**config.mk**
```make
export PLATFORM = sky130hd
export DESIGN_NAME = weekly_alarm_matcher_flat
export DESIGN_NICKNAME = d
export VERILOG_FILES = /design/src/design/wam_pkg.sv /design/src/design/wam_req_if.sv /design/src/design/wam_rsp_if.sv /design/src/design/weekly_alarm_matcher.sv /design/src/flat_wrapper.sv
export SDC_FILE = /design/constraint.sdc
export NUM_CORES = 1
export LEC_CHECK = 0
export BUFFER_PORTS_ARGS = -buffer_cell sky130_fd_sc_hd__buf_2
export CORE_AREA = 2 2 191 174
export DETAILED_ROUTE_END_ITERATION = 7
export DIE_AREA = 0 0 193 176
export GPL_TIMING_DRIVEN = 1
export HOLD_SLACK_MARGIN = 0.12
export PLACE_DENSITY_LB_ADDON = 0.2
export SLEW_MARGIN = 20
export SYNTH_ARGS = -nofsm -noshare
export SYNTH_HDL_FRONTEND = slang
export SYNTH_SLANG_ARGS = --single-unit
```
**constraint.sdc**
```tcl
create_clock -name clk -period 3.8 [get_ports clk]
set_clock_uncertainty 0.2 [all_clocks]
set_input_delay 0.76 -clock clk [delete_from_list [all_inputs] [get_ports clk]]
set_output_delay 0.76 -clock clk [all_outputs]
set_load 0.01 [all_outputs]
```
**src/design/wam_pkg.sv**
```systemverilog
// Shared types and constants for the weekly alarm matcher.
// No dependencies; imported by the channel interfaces and the top level.
package wam_pkg;

    localparam int NUM_ALARMS = 8;
    localparam int MASK_W     = 8;

    // Command codes carried in the cmd field
    localparam logic [1:0] CMD_TICK  = 2'd0;
    localparam logic [1:0] CMD_CLOSE = 2'd1;
    localparam logic [1:0] CMD_WRITE = 2'd2;

    localparam int REPEAT_DAILY_BIT = 7;

    typedef logic [MASK_W-1:0] mask_t;

    typedef struct packed {
        logic       on;
        logic [4:0] hour;
        logic [5:0] minute;
        logic [7:0] rpt;
    } entry_t;

endpackage

```
**src/design/wam_req_if.sv**
```systemverilog
// Command channel of the weekly alarm matcher: valid/ready plus command payload.
// Depends on wam_pkg (loaded first).
interface wam_req_if
    import wam_pkg::*;
();
    logic       valid;
    logic       ready;
    logic [1:0] cmd;
    logic [5:0] now_second;
    logic [5:0] now_minute;
    logic [4:0] now_hour;
    logic [2:0] now_weekday;
    logic [2:0] entry_index;
    logic       entry_enable;
    logic [4:0] entry_hour;
    logic [5:0] entry_minute;
    logic [7:0] entry_repeat;

    modport source (
        output valid, cmd, now_second, now_minute, now_hour, now_weekday,
               entry_index, entry_enable, entry_hour, entry_minute, entry_repeat,
        input  ready
    );
    modport sink (
        input  valid, cmd, now_second, now_minute, now_hour, now_weekday,
               entry_index, entry_enable, entry_hour, entry_minute, entry_repeat,
        output ready
    );
endinterface

```
**src/design/wam_rsp_if.sv**
```systemverilog
// Result channel of the weekly alarm matcher: valid/ready plus status masks.
// Depends on wam_pkg (loaded first).
interface wam_rsp_if
    import wam_pkg::*;
();
    logic  valid;
    logic  ready;
    mask_t ringing_mask;
    logic  ring_start;
    mask_t enable_mask;

    modport source (
        output valid, ringing_mask, ring_start, enable_mask,
        input  ready
    );
    modport sink (
        input  valid, ringing_mask, ring_start, enable_mask,
        output ready
    );
endinterface

```
**src/design/weekly_alarm_matcher.sv**
```systemverilog
// Weekly alarm matcher top level: alarm table, ringing mask and result register.
// Depends on wam_pkg, wam_req_if and wam_rsp_if.
//
// Usage:
//   req carries one command per beat: a time tick (match every entry against
//   the time of day), a close (stop ringing, retire one-shot entries that
//   rang) or a write of one alarm entry. rsp returns exactly one beat per
//   command with the ringing mask, the enable mask and a ring_start pulse.
//   cfg_we/cfg_wdata write the master enable switch; write it only while
//   no command is outstanding.
// The result beat is registered and valid in the cycle after the command beat.
// Throughput: one command per cycle unless rsp stalls. The table and ringing mask
// update at the accepting edge, so back-to-back commands see each other's effect.
// Stall: the single result register holds its beat while rsp.ready is low;
// req.ready follows, so a new command is taken in the cycle the result
// leaves (or whenever the register is empty).
// Reset: all entries disabled and zeroed, nothing ringing, master switch
// off, result register empty.
module weekly_alarm_matcher
    import wam_pkg::*;
(
    input  logic      clk,
    input  logic      rst_n,
    input  logic      cfg_we,
    input  logic      cfg_wdata,
    wam_req_if.sink   req,
    wam_rsp_if.source rsp
);

    entry_t alarm_reg  [NUM_ALARMS];
    entry_t alarm_next [NUM_ALARMS];
    mask_t  ringing_reg, ringing_next;
    logic   master_en_reg;

    logic   out_valid_reg;
    mask_t  out_ringing_reg;
    logic   out_start_reg;
    mask_t  out_enable_reg;

    mask_t  match_vec;
    mask_t  enable_vec;
    mask_t  enable_next;
    logic   start_next;
    logic   accept;
    logic [2:0] wd_m1;

    // Result register frees up when empty or being drained this cycle
    assign req.ready = !out_valid_reg || rsp.ready;
    assign accept    = req.valid && req.ready;

    // weekday 1 selects repeat bit 0
    assign wd_m1 = req.now_weekday - 3'd1;

    // Per-entry comparators
    always_comb
    begin
        match_vec  = '0;
        enable_vec = '0;
        for (int k = 0; k < NUM_ALARMS; k++)
        begin
            enable_vec[k] = alarm_reg[k].on;
            match_vec[k]  = alarm_reg[k].on
                         && (req.now_second == 6'd0)
                         && (req.now_minute == alarm_reg[k].minute)
                         && (req.now_hour == alarm_reg[k].hour)
                         && ((alarm_reg[k].rpt == 8'd0)
                             || alarm_reg[k].rpt[REPEAT_DAILY_BIT]
                             || ((req.now_weekday != 3'd0) && alarm_reg[k].rpt[wd_m1]));
        end
    end

    // Next state for the command in flight
    always_comb
    begin
        alarm_next   = alarm_reg;
        ringing_next = ringing_reg;
        start_next   = 1'b0;
        case (req.cmd)
            CMD_TICK:
            begin
                // fires only with the switch on and nothing already ringing
                if (master_en_reg && (ringing_reg == '0))
                begin
                    ringing_next = match_vec;
                    start_next   = |match_vec;
                end
            end
            CMD_CLOSE:
            begin
                for (int k = 0; k < NUM_ALARMS; k++)
                begin
                    if (ringing_reg[k] && (alarm_reg[k].rpt == 8'd0))
                    begin
                        alarm_next[k].on = 1'b0;
                    end
                end
                ringing_next = '0;
            end
            CMD_WRITE:
            begin
                // ringing bit of a rewritten entry is kept
                if (int'(req.entry_index) < NUM_ALARMS)
                begin
                    alarm_next[req.entry_index[$clog2(NUM_ALARMS > 1 ? NUM_ALARMS : 2)-1:0]] =
                        '{on:     req.entry_enable,
                          hour:   req.entry_hour,
                          minute: req.entry_minute,
                          rpt:    req.entry_repeat};
                end
            end
            default:
            begin
                // unused code: report current state only
            end
        endcase

        enable_next = '0;
        for (int k = 0; k < NUM_ALARMS; k++)
        begin
            enable_next[k] = alarm_next[k].on;
        end
    end

    // Alarm table, ringing mask and master switch
    always_ff @(posedge clk or negedge rst_n)
    begin
        if (!rst_n)
        begin
            for (int k = 0; k < NUM_ALARMS; k++)
            begin
                alarm_reg[k] <= '0;
            end
            ringing_reg   <= '0;
            master_en_reg <= 1'b0;
        end
        else
        begin
            if (accept)
            begin
                alarm_reg   <= alarm_next;
                ringing_reg <= ringing_next;
            end
            if (cfg_we)
            begin
                master_en_reg <= cfg_wdata;
            end
        end
    end

    // Result register control
    always_ff @(posedge clk or negedge rst_n)
    begin
        if (!rst_n)
        begin
            out_valid_reg <= 1'b0;
        end
        else if (accept)
        begin
            out_valid_reg <= 1'b1;
        end
        else if (rsp.ready)
        begin
            out_valid_reg <= 1'b0;
        end
    end

    // Result payload
    always_ff @(posedge clk)
    begin
        if (accept)
        begin
            out_ringing_reg <= ringing_next;
            out_start_reg   <= start_next;
            out_enable_reg  <= enable_next;
        end
    end

    assign rsp.valid        = out_valid_reg;
    assign rsp.ringing_mask = out_ringing_reg;
    assign rsp.ring_start   = out_start_reg;
    assign rsp.enable_mask  = out_enable_reg;

    // A waiting result always mirrors the live state: state moves only
    // when the result register is reloaded.
    a_result_tracks_state: assert property (@(posedge clk) disable iff (!rst_n)
        rsp.valid |-> (rsp.ringing_mask == ringing_reg) && (rsp.enable_mask == enable_vec))
        else $error("result beat out of step with alarm state");

    a_start_needs_ringing: assert property (@(posedge clk) disable iff (!rst_n)
        rsp.valid && rsp.ring_start |-> (rsp.ringing_mask != '0))
        else $error("ring_start without any ringing entry");

    a_start_only_on_tick: assert property (@(posedge clk) disable iff (!rst_n)
        accept && (req.cmd != CMD_TICK) |=> !rsp.ring_start)
        else $error("ring_start on a non-tick command");

    a_close_clears: assert property (@(posedge clk) disable iff (!rst_n)
        accept && (req.cmd == CMD_CLOSE) |=> (ringing_reg == '0))
        else $error("close left entries ringing");

    a_ringing_held: assert property (@(posedge clk) disable iff (!rst_n)
        (ringing_reg != '0) && !(accept && (req.cmd == CMD_CLOSE))
        |=> (ringing_reg == $past(ringing_reg)))
        else $error("ringing mask changed without a close");

endmodule
```
**src/flat_wrapper.sv**
```systemverilog
// flat-port wrapper written by rule: the top's interface ports become plain ports
module weekly_alarm_matcher_flat import wam_pkg::*;
  (clk, rst_n, cfg_we, cfg_wdata, req_valid, req_cmd, req_now_second, req_now_minute, req_now_hour, req_now_weekday, req_entry_index, req_entry_enable, req_entry_hour, req_entry_minute, req_entry_repeat, req_ready, rsp_valid, rsp_ringing_mask, rsp_ring_start, rsp_enable_mask, rsp_ready);
  wam_req_if req_i ();
  wam_rsp_if rsp_i ();
  input  logic clk;
  input  logic rst_n;
  input  logic cfg_we;
  input  logic cfg_wdata;
  input wire logic [$bits(req_i.valid)-1:0] req_valid;
  input wire logic [$bits(req_i.cmd)-1:0] req_cmd;
  input wire logic [$bits(req_i.now_second)-1:0] req_now_second;
  input wire logic [$bits(req_i.now_minute)-1:0] req_now_minute;
  input wire logic [$bits(req_i.now_hour)-1:0] req_now_hour;
  input wire logic [$bits(req_i.now_weekday)-1:0] req_now_weekday;
  input wire logic [$bits(req_i.entry_index)-1:0] req_entry_index;
  input wire logic [$bits(req_i.entry_enable)-1:0] req_entry_enable;
  input wire logic [$bits(req_i.entry_hour)-1:0] req_entry_hour;
  input wire logic [$bits(req_i.entry_minute)-1:0] req_entry_minute;
  input wire logic [$bits(req_i.entry_repeat)-1:0] req_entry_repeat;
  output wire logic [$bits(req_i.ready)-1:0] req_ready;
  output wire logic [$bits(rsp_i.valid)-1:0] rsp_valid;
  output wire logic [$bits(rsp_i.ringing_mask)-1:0] rsp_ringing_mask;
  output wire logic [$bits(rsp_i.ring_start)-1:0] rsp_ring_start;
  output wire logic [$bits(rsp_i.enable_mask)-1:0] rsp_enable_mask;
  input wire logic [$bits(rsp_i.ready)-1:0] rsp_ready;
  assign req_i.valid = req_valid;
  assign req_i.cmd = req_cmd;
  assign req_i.now_second = req_now_second;
  assign req_i.now_minute = req_now_minute;
  assign req_i.now_hour = req_now_hour;
  assign req_i.now_weekday = req_now_weekday;
  assign req_i.entry_index = req_entry_index;
  assign req_i.entry_enable = req_entry_enable;
  assign req_i.entry_hour = req_entry_hour;
  assign req_i.entry_minute = req_entry_minute;
  assign req_i.entry_repeat = req_entry_repeat;
  assign req_ready = req_i.ready;
  assign rsp_valid = rsp_i.valid;
  assign rsp_ringing_mask = rsp_i.ringing_mask;
  assign rsp_ring_start = rsp_i.ring_start;
  assign rsp_enable_mask = rsp_i.enable_mask;
  assign rsp_i.ready = rsp_ready;
  weekly_alarm_matcher u_core (.clk(clk), .rst_n(rst_n), .cfg_we(cfg_we), .cfg_wdata(cfg_wdata), .req(req_i), .rsp(rsp_i));
endmodule
```
==> results.md, run 1 <==
* Post-route ant nets at 0
* Sw frac at 28.4%
* VDD IR max at 0.282 mV
* Tcrit/Tclk final at 71.8%
* Leakage at 4.47 nW
* Worst Setup Path Type: in2reg
* Reg-to-reg endpoint: u_core.alarm_reg[67]$_DFFE_PN0P_
* Average vias per placed instance at 4.81
* Routed vias at 5,772
* Post-synth EDFFs at 17
* Worst R2R Start: u_core.rsp.valid$_DFFE_PN0P_
* Max-cap violation count at 0
* Asr flop ratio synth at 90.9%
* Synth Area per Inst at 13.1 um2
* Worst-path fanout max at 18
* Setup Buffers After CTS at 0
* HPWL after DPL at 17.2 mm
* GRT Total Usage at 15.0%
* Status: finished clean
* Max Buffers Root-to-Sink at 2
* Die Height at 176 um
* Synth Instances at 696
* Hold WC Path Type: reg2reg
* Initial antenna violation count at 0
* Port Buffer Count at 69
* Slew headroom at 44.8%
* FMAX at 0.366 GHz
* Final Critical Period at 2.73 ns
* Mapped Area at 9150 um2
* Slew Viols, Final at 0
* Routability cong. at 0.765
* Share of layout cells above drive strength 1 at 36.7%
* Rows at 62
* Worst Max-Slew Pin Slew at 0.821 ns
* CP startpoint kind: input port
* Cts repair resizes at 0
* # diodes at 0
* TritonCTS Buffers at 17
* Logic pwr share at 17.9%
* Final nets at 828
* Final setup TNS at 0 ns
* Clock network power share at 34.6%
* Commonest non-fill, non-tap cell in the layout: dfrtp_1
* Wirelength per Cell at 20.3 um
* Synth warn at 0
* Final Hold Fails at 0
* Worst reg-to-reg path cell count at 6
* Iter 0 DRT Violations at 310
* Clk sinks at 187
* CP arrival at 2.70 ns
* Area after DPL at 10,000 um2
* Clock Root Buffer: clkbuf_16
* Pwr/cell area at 502 nW/um2
* CTS tree: done
* Distinct cells, synth at 39
* Req. time, crit path at 3.77 ns
* Residual DRC at 0
* Sequential share of the synthesized area at 52.1%
* Synthesis-stage register bit count at 187
* GRT Residual Overflow at 0
* First-pass GRT wire length at 37.5 mm
* CP endpoint kind: flip-flop
* Syn_nets at 752
* Main synth FF type: dfrtp_1
* Final setup violation count at 0
* Initial Util at 28.8%
* Hold path depth at 1
* Core area at 31,800 um2
* Clock latency on the worst-skew pair at 0.43 ns
* Fillers at 3,190
* Pin count of the biggest net entering global routing at 68
* Flop-to-flop setup slack at 1.43 ns
* Pre-antenna DRT Iters at 4
* Die area at 34,000 um2
* Final wirelength at 24.3 mm
* Vias in the first global route at 5,944
* Internal Pwr Total at 3.82 mW
* Sequential share of power at 47.5%
* Pre-CTS setup slack at 0.611 ns
* Design area at 10,600 um2
* Area growth syn-to-layout at 16.2%
* Net switching power at 1.52 mW
* WHS Endpoint: u_core.alarm_reg[152]$_DFFE_PN0P_
* Commonest non-fill, non-tap cells in the layout: 170 x dfrtp_1, 151 x mux2_2, 89 x xnor2_1, 68 x buf_2, 28 x o21ai_0
* CTS H-tree depth at 4
* Number of flip-flops in the largest register at 160
* Worst hold start: u_core.alarm_reg[152]$_DFFE_PN0P_
* Die X at 193 um
* PnR worst setup slack at 1.07 ns
* I/O pin count at 70
* Unrepaired setup endpoints after global routing: no
* CTS clk-pin slew, worst paths at 0.07 ns
per-layer routing:
metal | global-route usage [%] | share of wire [%] | up-vias
li1 | - | - | 2717
met1 | 22.5 | 53 | 2951
met2 | 21.8 | 43 | 86
met3 | 2.72 | 2.9 | 18
met4 | 4.20 | 1.7 | 0
met5 | 0 | 0 | -
what timing repair did:
item | 4_1_cts | 5_1_grt
setup endpoints to repair | 0 | 0
hold buffers | 1 | 0
hold endpoints to repair | 3 | 0
logic make-up (layout without fill, tap and decap cells):
kind of cell               after synthesis  after routing  synth area share (%)
AOI/OAI and AO/OA                       78             78                  5.48
xor gates and xnor gates                90             90                  8.62
adders and majority gates                5              5                 0.684
buffers and inverters                   36            125                  1.94
DFF                                    187            187                  52.1
muxes                                  179            179                  23.0
and+or+nand+nor                        121            121                  8.18
stage by stage:
| stage | power [mW] | hold slack (ns) | instances | util [%] |
|---|---|---|---|---|
| after floorplan | 3.21 | 0.264 | 696 | - |
| after global placement | 3.53 | 0.288 | 1168 | 31.5 |
| after detailed placement | 3.54 | 0.296 | 1168 | 31.5 |
| after CTS | 5.40 | 0.313 | 1201 | 33.4 |
| after global routing | 5.62 | 0.317 | 1201 | 33.4 |
| final | 5.34 | 0.307 | 1201 | 33.4 |
Yosys cell counts (2+ instances only):
cell / n / area (um2)
a221oi_1: 8 / 70.1
buf_6: 2 / 22.5
nor4_1: 26 / 163
and3_1: 8 / 50.1
mux4_2: 8 / 180
nor2b_1: 2 / 12.5
nor3_4: 2 / 32.5
ha_1: 5 / 62.6
dfrtp_1: 170 / 4250
a21oi_1: 10 / 50.1
o31ai_1: 11 / 82.6
nand3b_1: 3 / 22.5
inv_1: 6 / 22.5
mux2_1: 20 / 225
nand4_1: 25 / 156
and2_1: 2 / 12.5
a22oi_1: 4 / 30.0
edfxtp_1: 17 / 510
buf_4: 4 / 30.0
nor2_4: 6 / 67.6
xnor2_1: 89 / 780
buf_2: 10 / 50.1
nor2_1: 13 / 48.8
a22o_1: 8 / 70.1
nand2b_1: 4 / 25.0
clkbuf_1: 13 / 48.8
a31oi_1: 8 / 50.1
o21ai_0: 28 / 140
nand2_1: 24 / 90.1
mux2_2: 151 / 1700
cell type report:
| class | instances | area (um2) | share of cell area [%] |
|---|---|---|---|
| tap | 416 | 520 | 4.90 |
| sequential | 187 | 4760 | 44.8 |
| multi-input combinational | 473 | 4210 | 39.6 |
| timing repair buffer | 87 | 514 | 4.84 |
| inverter | 6 | 22.5 | 0.212 |
| clock buffer | 17 | 425 | 4.00 |
| clock inverter | 15 | 179 | 1.68 |
critical path, stage by stage:
cell and delay [ns]:
buf_2 0.10, inv_1 0.05, ha_1 0.27, buf_4 0.27, mux2_2 0.37, a221oi_1 0.30, o31ai_1 0.14, a31oi_1 0.30
o21ai_0 0.13
worst max-delay path by stage:
stage	endpoint	cells after the start	slack (ns)	from
floorplan	u_core.rsp.ring_start$_SDFFCE_PN0P_	11	0.51	req_now_weekday[0]
global placement	u_core.rsp.ringing_mask[6]$_DFFE_PP_	9	0.65	req_now_weekday[0]
detailed placement	u_core.rsp.ringing_mask[6]$_DFFE_PP_	9	0.61	req_now_weekday[0]
CTS	u_core.rsp.ringing_mask[6]$_DFFE_PP_	9	1.07	req_now_weekday[0]
global route	u_core.rsp.ringing_mask[6]$_DFFE_PP_	9	0.96	req_now_weekday[0]
finish	u_core.rsp.ringing_mask[6]$_DFFE_PP_	9	1.07	req_now_weekday[0]
power groups by stage:
stage,logic [mW],registers [mW],clock network (mW)
2_1_floorplan,0.685,2.52,0
3_3_place_gp,0.955,2.57,0
3_5_place_dp,0.963,2.58,0
4_1_cts,0.968,2.54,1.90
5_1_grt,1.06,2.58,1.98
6_report,0.958,2.54,1.85
(Power assumes the default switching activity.)
==> run 2: changes to the inputs <==
--- a/config.mk
+++ b/config.mk
@@ -5,10 +5,11 @@
 export SDC_FILE = /design/constraint.sdc
 export NUM_CORES = 1
 export LEC_CHECK = 0
+export ABC_AREA = 1
 export BUFFER_PORTS_ARGS = -buffer_cell sky130_fd_sc_hd__buf_2
-export CORE_AREA = 2 2 191 174
+export CORE_AREA = 2 2 198 181
 export DETAILED_ROUTE_END_ITERATION = 7
-export DIE_AREA = 0 0 193 176
+export DIE_AREA = 0 0 200 183
 export GPL_TIMING_DRIVEN = 1
 export HOLD_SLACK_MARGIN = 0.12
 export PLACE_DENSITY_LB_ADDON = 0.2
==> constraint.sdc (replaced) <==
create_clock -name clk -period 2.6 [get_ports clk]
set_clock_uncertainty 0.2 [all_clocks]
set_input_delay 0.52 -clock clk [delete_from_list [all_inputs] [get_ports clk]]
set_output_delay 0.52 -clock clk [all_outputs]
set_load 0.01 [all_outputs]
==> run 2 against run 1 <==
Effect of this change:
- critical path type unchanged
- routed wire length rose by 32%
- clock power increased by 42%
- register-to-register slack lost 0.75 ns
- cell count grew 53%
- first-iteration DRC count rose by 77%
- design area increased by 7.3%
- sequential share of layout area fell by 3.0 points
==> results.md, run 2 <==
* Status: finished clean (unchanged)
* Die X at 200 um (was 193 um)
* Leading post-synthesis cells by cell area: dfrtp_1 43%, nand2_1 16%, o21ai_0 8.1% (was dfrtp_1 46%, mux2_2 19%, xnor2_1 8.5%)
* Wirelength per Cell at 17.5 um (was 20.3 um)
* Met3 wire length at 1.23 mm (was 704 um)
* Die Height at 183 um (was 176 um)
* Rows at 65 (was 62)
* HPWL after DPL at 23.3 mm (was 17.2 mm)
* Req. time, crit path at 2.73 ns (was 3.77 ns)
* FMAX at 0.447 GHz
* Count leader, synth: nand2_1 (was dfrtp_1)
* Main synth FF type: dfrtp_1 (unchanged)
* Worst-path fanout max at 1 (was 18)
* Final nets at 1,415 (was 828)
* Distinct cells, synth at 34 (was 39)
* CP cell instances: dlygate4sd3_1 -> buf_2 -> nand2_1 -> dlygate4sd3_1 -> o21ai_0 -> dlygate4sd3_1 (was buf_2 -> inv_1 -> ha_1 -> buf_4 -> mux2_2 -> a221oi_1 -> o31ai_1 -> a31oi_1 -> o21ai_0)
* Hold WC Path Type: in2reg (was reg2reg)
* Worst hold start: rsp_ready (was u_core.alarm_reg[152]$_DFFE_PN0P_)
* Sequential share of the synthesized area at 48.1% (was 52.1%)
* Average vias per placed instance at 4.58 (was 4.81)
* Most used cell along the critical path: dlygate4sd3_1
* Unrepaired setup endpoints after global routing: no (unchanged)
* Synthesis-stage register bit count at 187 (unchanged)
* Initial Util at 28.7% (was 28.8%)
* Synth Area per Inst at 7.71 um2 (was 13.1 um2)
* Area after DPL at 10,800 um2 (was 10,000 um2)
* Initial antenna violation count at 0 (unchanged)
* Max Buffers Root-to-Sink at 2 (unchanged)
* Leakage at 5.42 nW (was 4.47 nW)
* Number of flip-flops in the largest register at 160 (unchanged)
* Post-synth EDFFs at 17 (unchanged)
* Crit path largest cell delay at 0.56 ns (was 0.37 ns)
* Mapped Area at 9920 um2 (was 9150 um2)
* Synth Instances at 1,286 (was 696)
* Residual DRC at 0 (unchanged)
* Worst R2R Start: u_core.alarm_reg[39]$_DFFE_PN0P_ (was u_core.rsp.valid$_DFFE_PN0P_)
* Setup Buffers After CTS at 0 (unchanged)
* Critical Path Source: cfg_wdata (was req_now_weekday[0])
* I/O pin count at 70 (unchanged)
* PnR worst setup slack at 0.363 ns (was 1.07 ns)
* CTS H-tree depth at 4 (unchanged)
* Commonest non-fill, non-tap cells in the layout: 430 x nand2_1, 170 x dfrtp_1, 161 x o21ai_0, 161 x inv_1, 90 x nor2_1 (was 170 x dfrtp_1, 151 x mux2_2, 89 x xnor2_1, 68 x buf_2, 28 x o21ai_0)
* Flop-to-flop setup slack at 0.68 ns (was 1.43 ns)
* Pin count of the biggest net entering global routing at 53 (was 68)
* Overall power at 8.48 mW (was 5.34 mW)
* CTS clk-pin slew, worst paths at 0.07 ns (about the same)
* M1 WL at 15.0 mm (was 12.8 mm)
* Pre-antenna DRT Iters at 5 (was 4)
* Post-synth top cells: 430 x nand2_1, 170 x dfrtp_1, 161 x inv_1, 161 x o21ai_0, 90 x nor2_1 (was 170 x dfrtp_1, 151 x mux2_2, 89 x xnor2_1)
* Final Hold Fails at 0 (unchanged)
* CP endpoint kind: flip-flop (unchanged)
* Routability cong. at 0.867 (was 0.765)
* Reg-to-reg endpoint: u_core.rsp.ring_start$_SDFFCE_PN0P_ (was u_core.alarm_reg[67]$_DFFE_PN0P_)
* Pwr/cell area at 744 nW/um2 (was 502 nW/um2)
* Iter 0 DRT Violations at 548 (was 310)
* Final Critical Period at 2.24 ns
* GRT Residual Overflow at 0 (unchanged)
* GRT Total Usage at 18.5% (was 15.0%)
* Hold path depth at 4 (was 1)
* WHS Endpoint: u_core.rsp.valid$_DFFE_PN0P_ (was u_core.alarm_reg[152]$_DFFE_PN0P_)
* Worst hold slack at 0.157 ns (was 0.307 ns)
* Share of layout cells above drive strength 1 at 13.9% (was 36.7%)
* DR top layer: met4 (unchanged)
* Slew headroom at 68.5% (was 44.8%)
* CP startpoint kind: input port (unchanged)
* Die area at 36,600 um2 (was 34,000 um2)
* Clock Root Buffer: clkbuf_16 (unchanged)
* Port Buffer Count at 69 (unchanged)
* Worst reg-to-reg path cell count at 9 (was 6)
* Clock latency on the worst-skew pair at 0.46 ns (was 0.43 ns)
* Routed vias at 8,440 (was 5,772)
* Post-route ant nets at 0 (unchanged)
* Bufs and invs on worst path at 4 (was 3)
* Slew Viols, Final at 0 (unchanged)
* Share of the synthesized area in the top cell type at 42.9% (was 46.5%)
* CP top delay family: buffers and inverters (was compound AO/OA/AOI/OAI gates)
* Final wirelength at 32.1 mm (was 24.3 mm)
* Final Util at 33.0% (was 33.4%)
* Fillers at 3,770 (was 3,190)
* CTS tree: done (unchanged)
* # diodes at 0 (unchanged)
* Clk sinks at 187 (unchanged)
* Biggest area consumer among synthesized cells: dfrtp_1 (unchanged)
* Commonest non-fill, non-tap cell in the layout: nand2_1 (was dfrtp_1)
* Tcrit/Tclk final at 86.1%
* Max-cap violation count at 0 (unchanged)
* CP max-delay cell: dlygate4sd3_1 (was mux2_2)
* Non-filler cells, final at 1,841 (was 1,201)
* Worst Setup Path Type: in2reg (unchanged)
* Core area at 34,600 um2 (was 31,800 um2)
* Design area at 11,400 um2 (was 10,600 um2)
* Vias in the first global route at 8,512 (was 5,944)
* Syn_nets at 1,342 (was 752)
* First-pass GRT wire length at 49.8 mm (was 37.5 mm)
* Area growth syn-to-layout at 15.0% (was 16.2%)
* Placed cell count at 1,805 (was 1,168)
* CP arrival at 2.37 ns (was 2.70 ns)
* Cts repair resizes at 0 (unchanged)
* Pre-CTS setup slack at 0.0995 ns (was 0.611 ns)
* VDD IR max at 0.450 mV (was 0.282 mV)
* TritonCTS Buffers at 17 (unchanged)
* Final setup TNS at 0 ns (unchanged)
* Asr flop ratio synth at 90.9% (unchanged)
* Final setup violation count at 0 (unchanged)
* Worst Max-Slew Pin Slew at 0.470 ns (was 0.821 ns)
* Synth warn at 0 (unchanged)
* Met2 routed WL at 15.3 mm (was 10.4 mm)
run 2: changes by cell type after synthesis, sizes merged, moves of 10 or more:
cell,before,now
nand2,24,437
inv,6,171
mux2,171,23
o21ai,28,173
nor2,19,100
xnor2,89,14
nand3,2,51
buf,17,50
nor4,27,0
nor3,3,15
o31ai,11,0
nand4,25,35
run 2: worst max path at each step:
stage / end / cells past startpoint / slack (ns)
2_1_floorplan: u_core.rsp.ring_start$_SDFFCE_PN0P_ / 15 / 0.19
3_3_place_gp: u_core.rsp.ring_start$_SDFFCE_PN0P_ / 13 / 0.14
3_5_place_dp: u_core.rsp.ring_start$_SDFFCE_PN0P_ / 13 / 0.1
4_1_cts: u_core.master_en_reg$_DFFE_PN0P_ / 6 / 0.40
5_1_grt: u_core.master_en_reg$_DFFE_PN0P_ / 6 / 0.31
6_report: u_core.master_en_reg$_DFFE_PN0P_ / 6 / 0.36
run 2: repair_timing:
action	4_1_cts	5_1_grt
hold buffers	4	0
endpoints found under the setup margin	0	0
endpoints found under the hold margin	39	0
run 2: layout make-up:
class / instances / area [um2] / share of cell area (%)
Clock buffer: 19 / 443 / 3.88
Multi-Input combinational cell: 870 / 4120 / 36.1
Tap cell: 469 / 587 / 5.15
Inverter: 172 / 656 / 5.75
Clock inverter: 13 / 124 / 1.09
Timing Repair Buffer: 111 / 714 / 6.26
Sequential cell: 187 / 4760 / 41.8
run 2: logic make-up (layout without fill, tap and decap cells):
family	count (synthesis)	in the layout	synth area share, %
simple gates	639	639	27.2
buf+inv	229	315	10.4
compound gates	188	188	9.75
flops	187	187	48.1
mux	23	23	2.61
xor+xnor	15	15	1.32
fa+ha+maj	5	5	0.631
run 2: metal layers:
| layer | global-route usage, % | up-vias |
|---|---|---|
| met2 | 30.7 | 179 |
| met4 | 5.39 | 0 |
| met3 | 3.22 | 38 |
| met1 | 24.6 | 4049 |
| li1 | - | 4174 |
| met5 | 0 | - |
run 2: power breakdown:
group	switching [mW]	internal, mW	leakage [nW]
clock network	1.20	1.43	0.284
logic	1.22	0.676	3.00
registers	0.352	3.60	2.14
run 2: worst reg2reg max path: cells and delay by family, from the launching register on:
family | cells | cell delay [ns]
AND/OR/NAND/NOR | 7 | 0.85
flip-flops | 1 | 0.42
AO/OA/AOI/OAI | 2 | 0.32
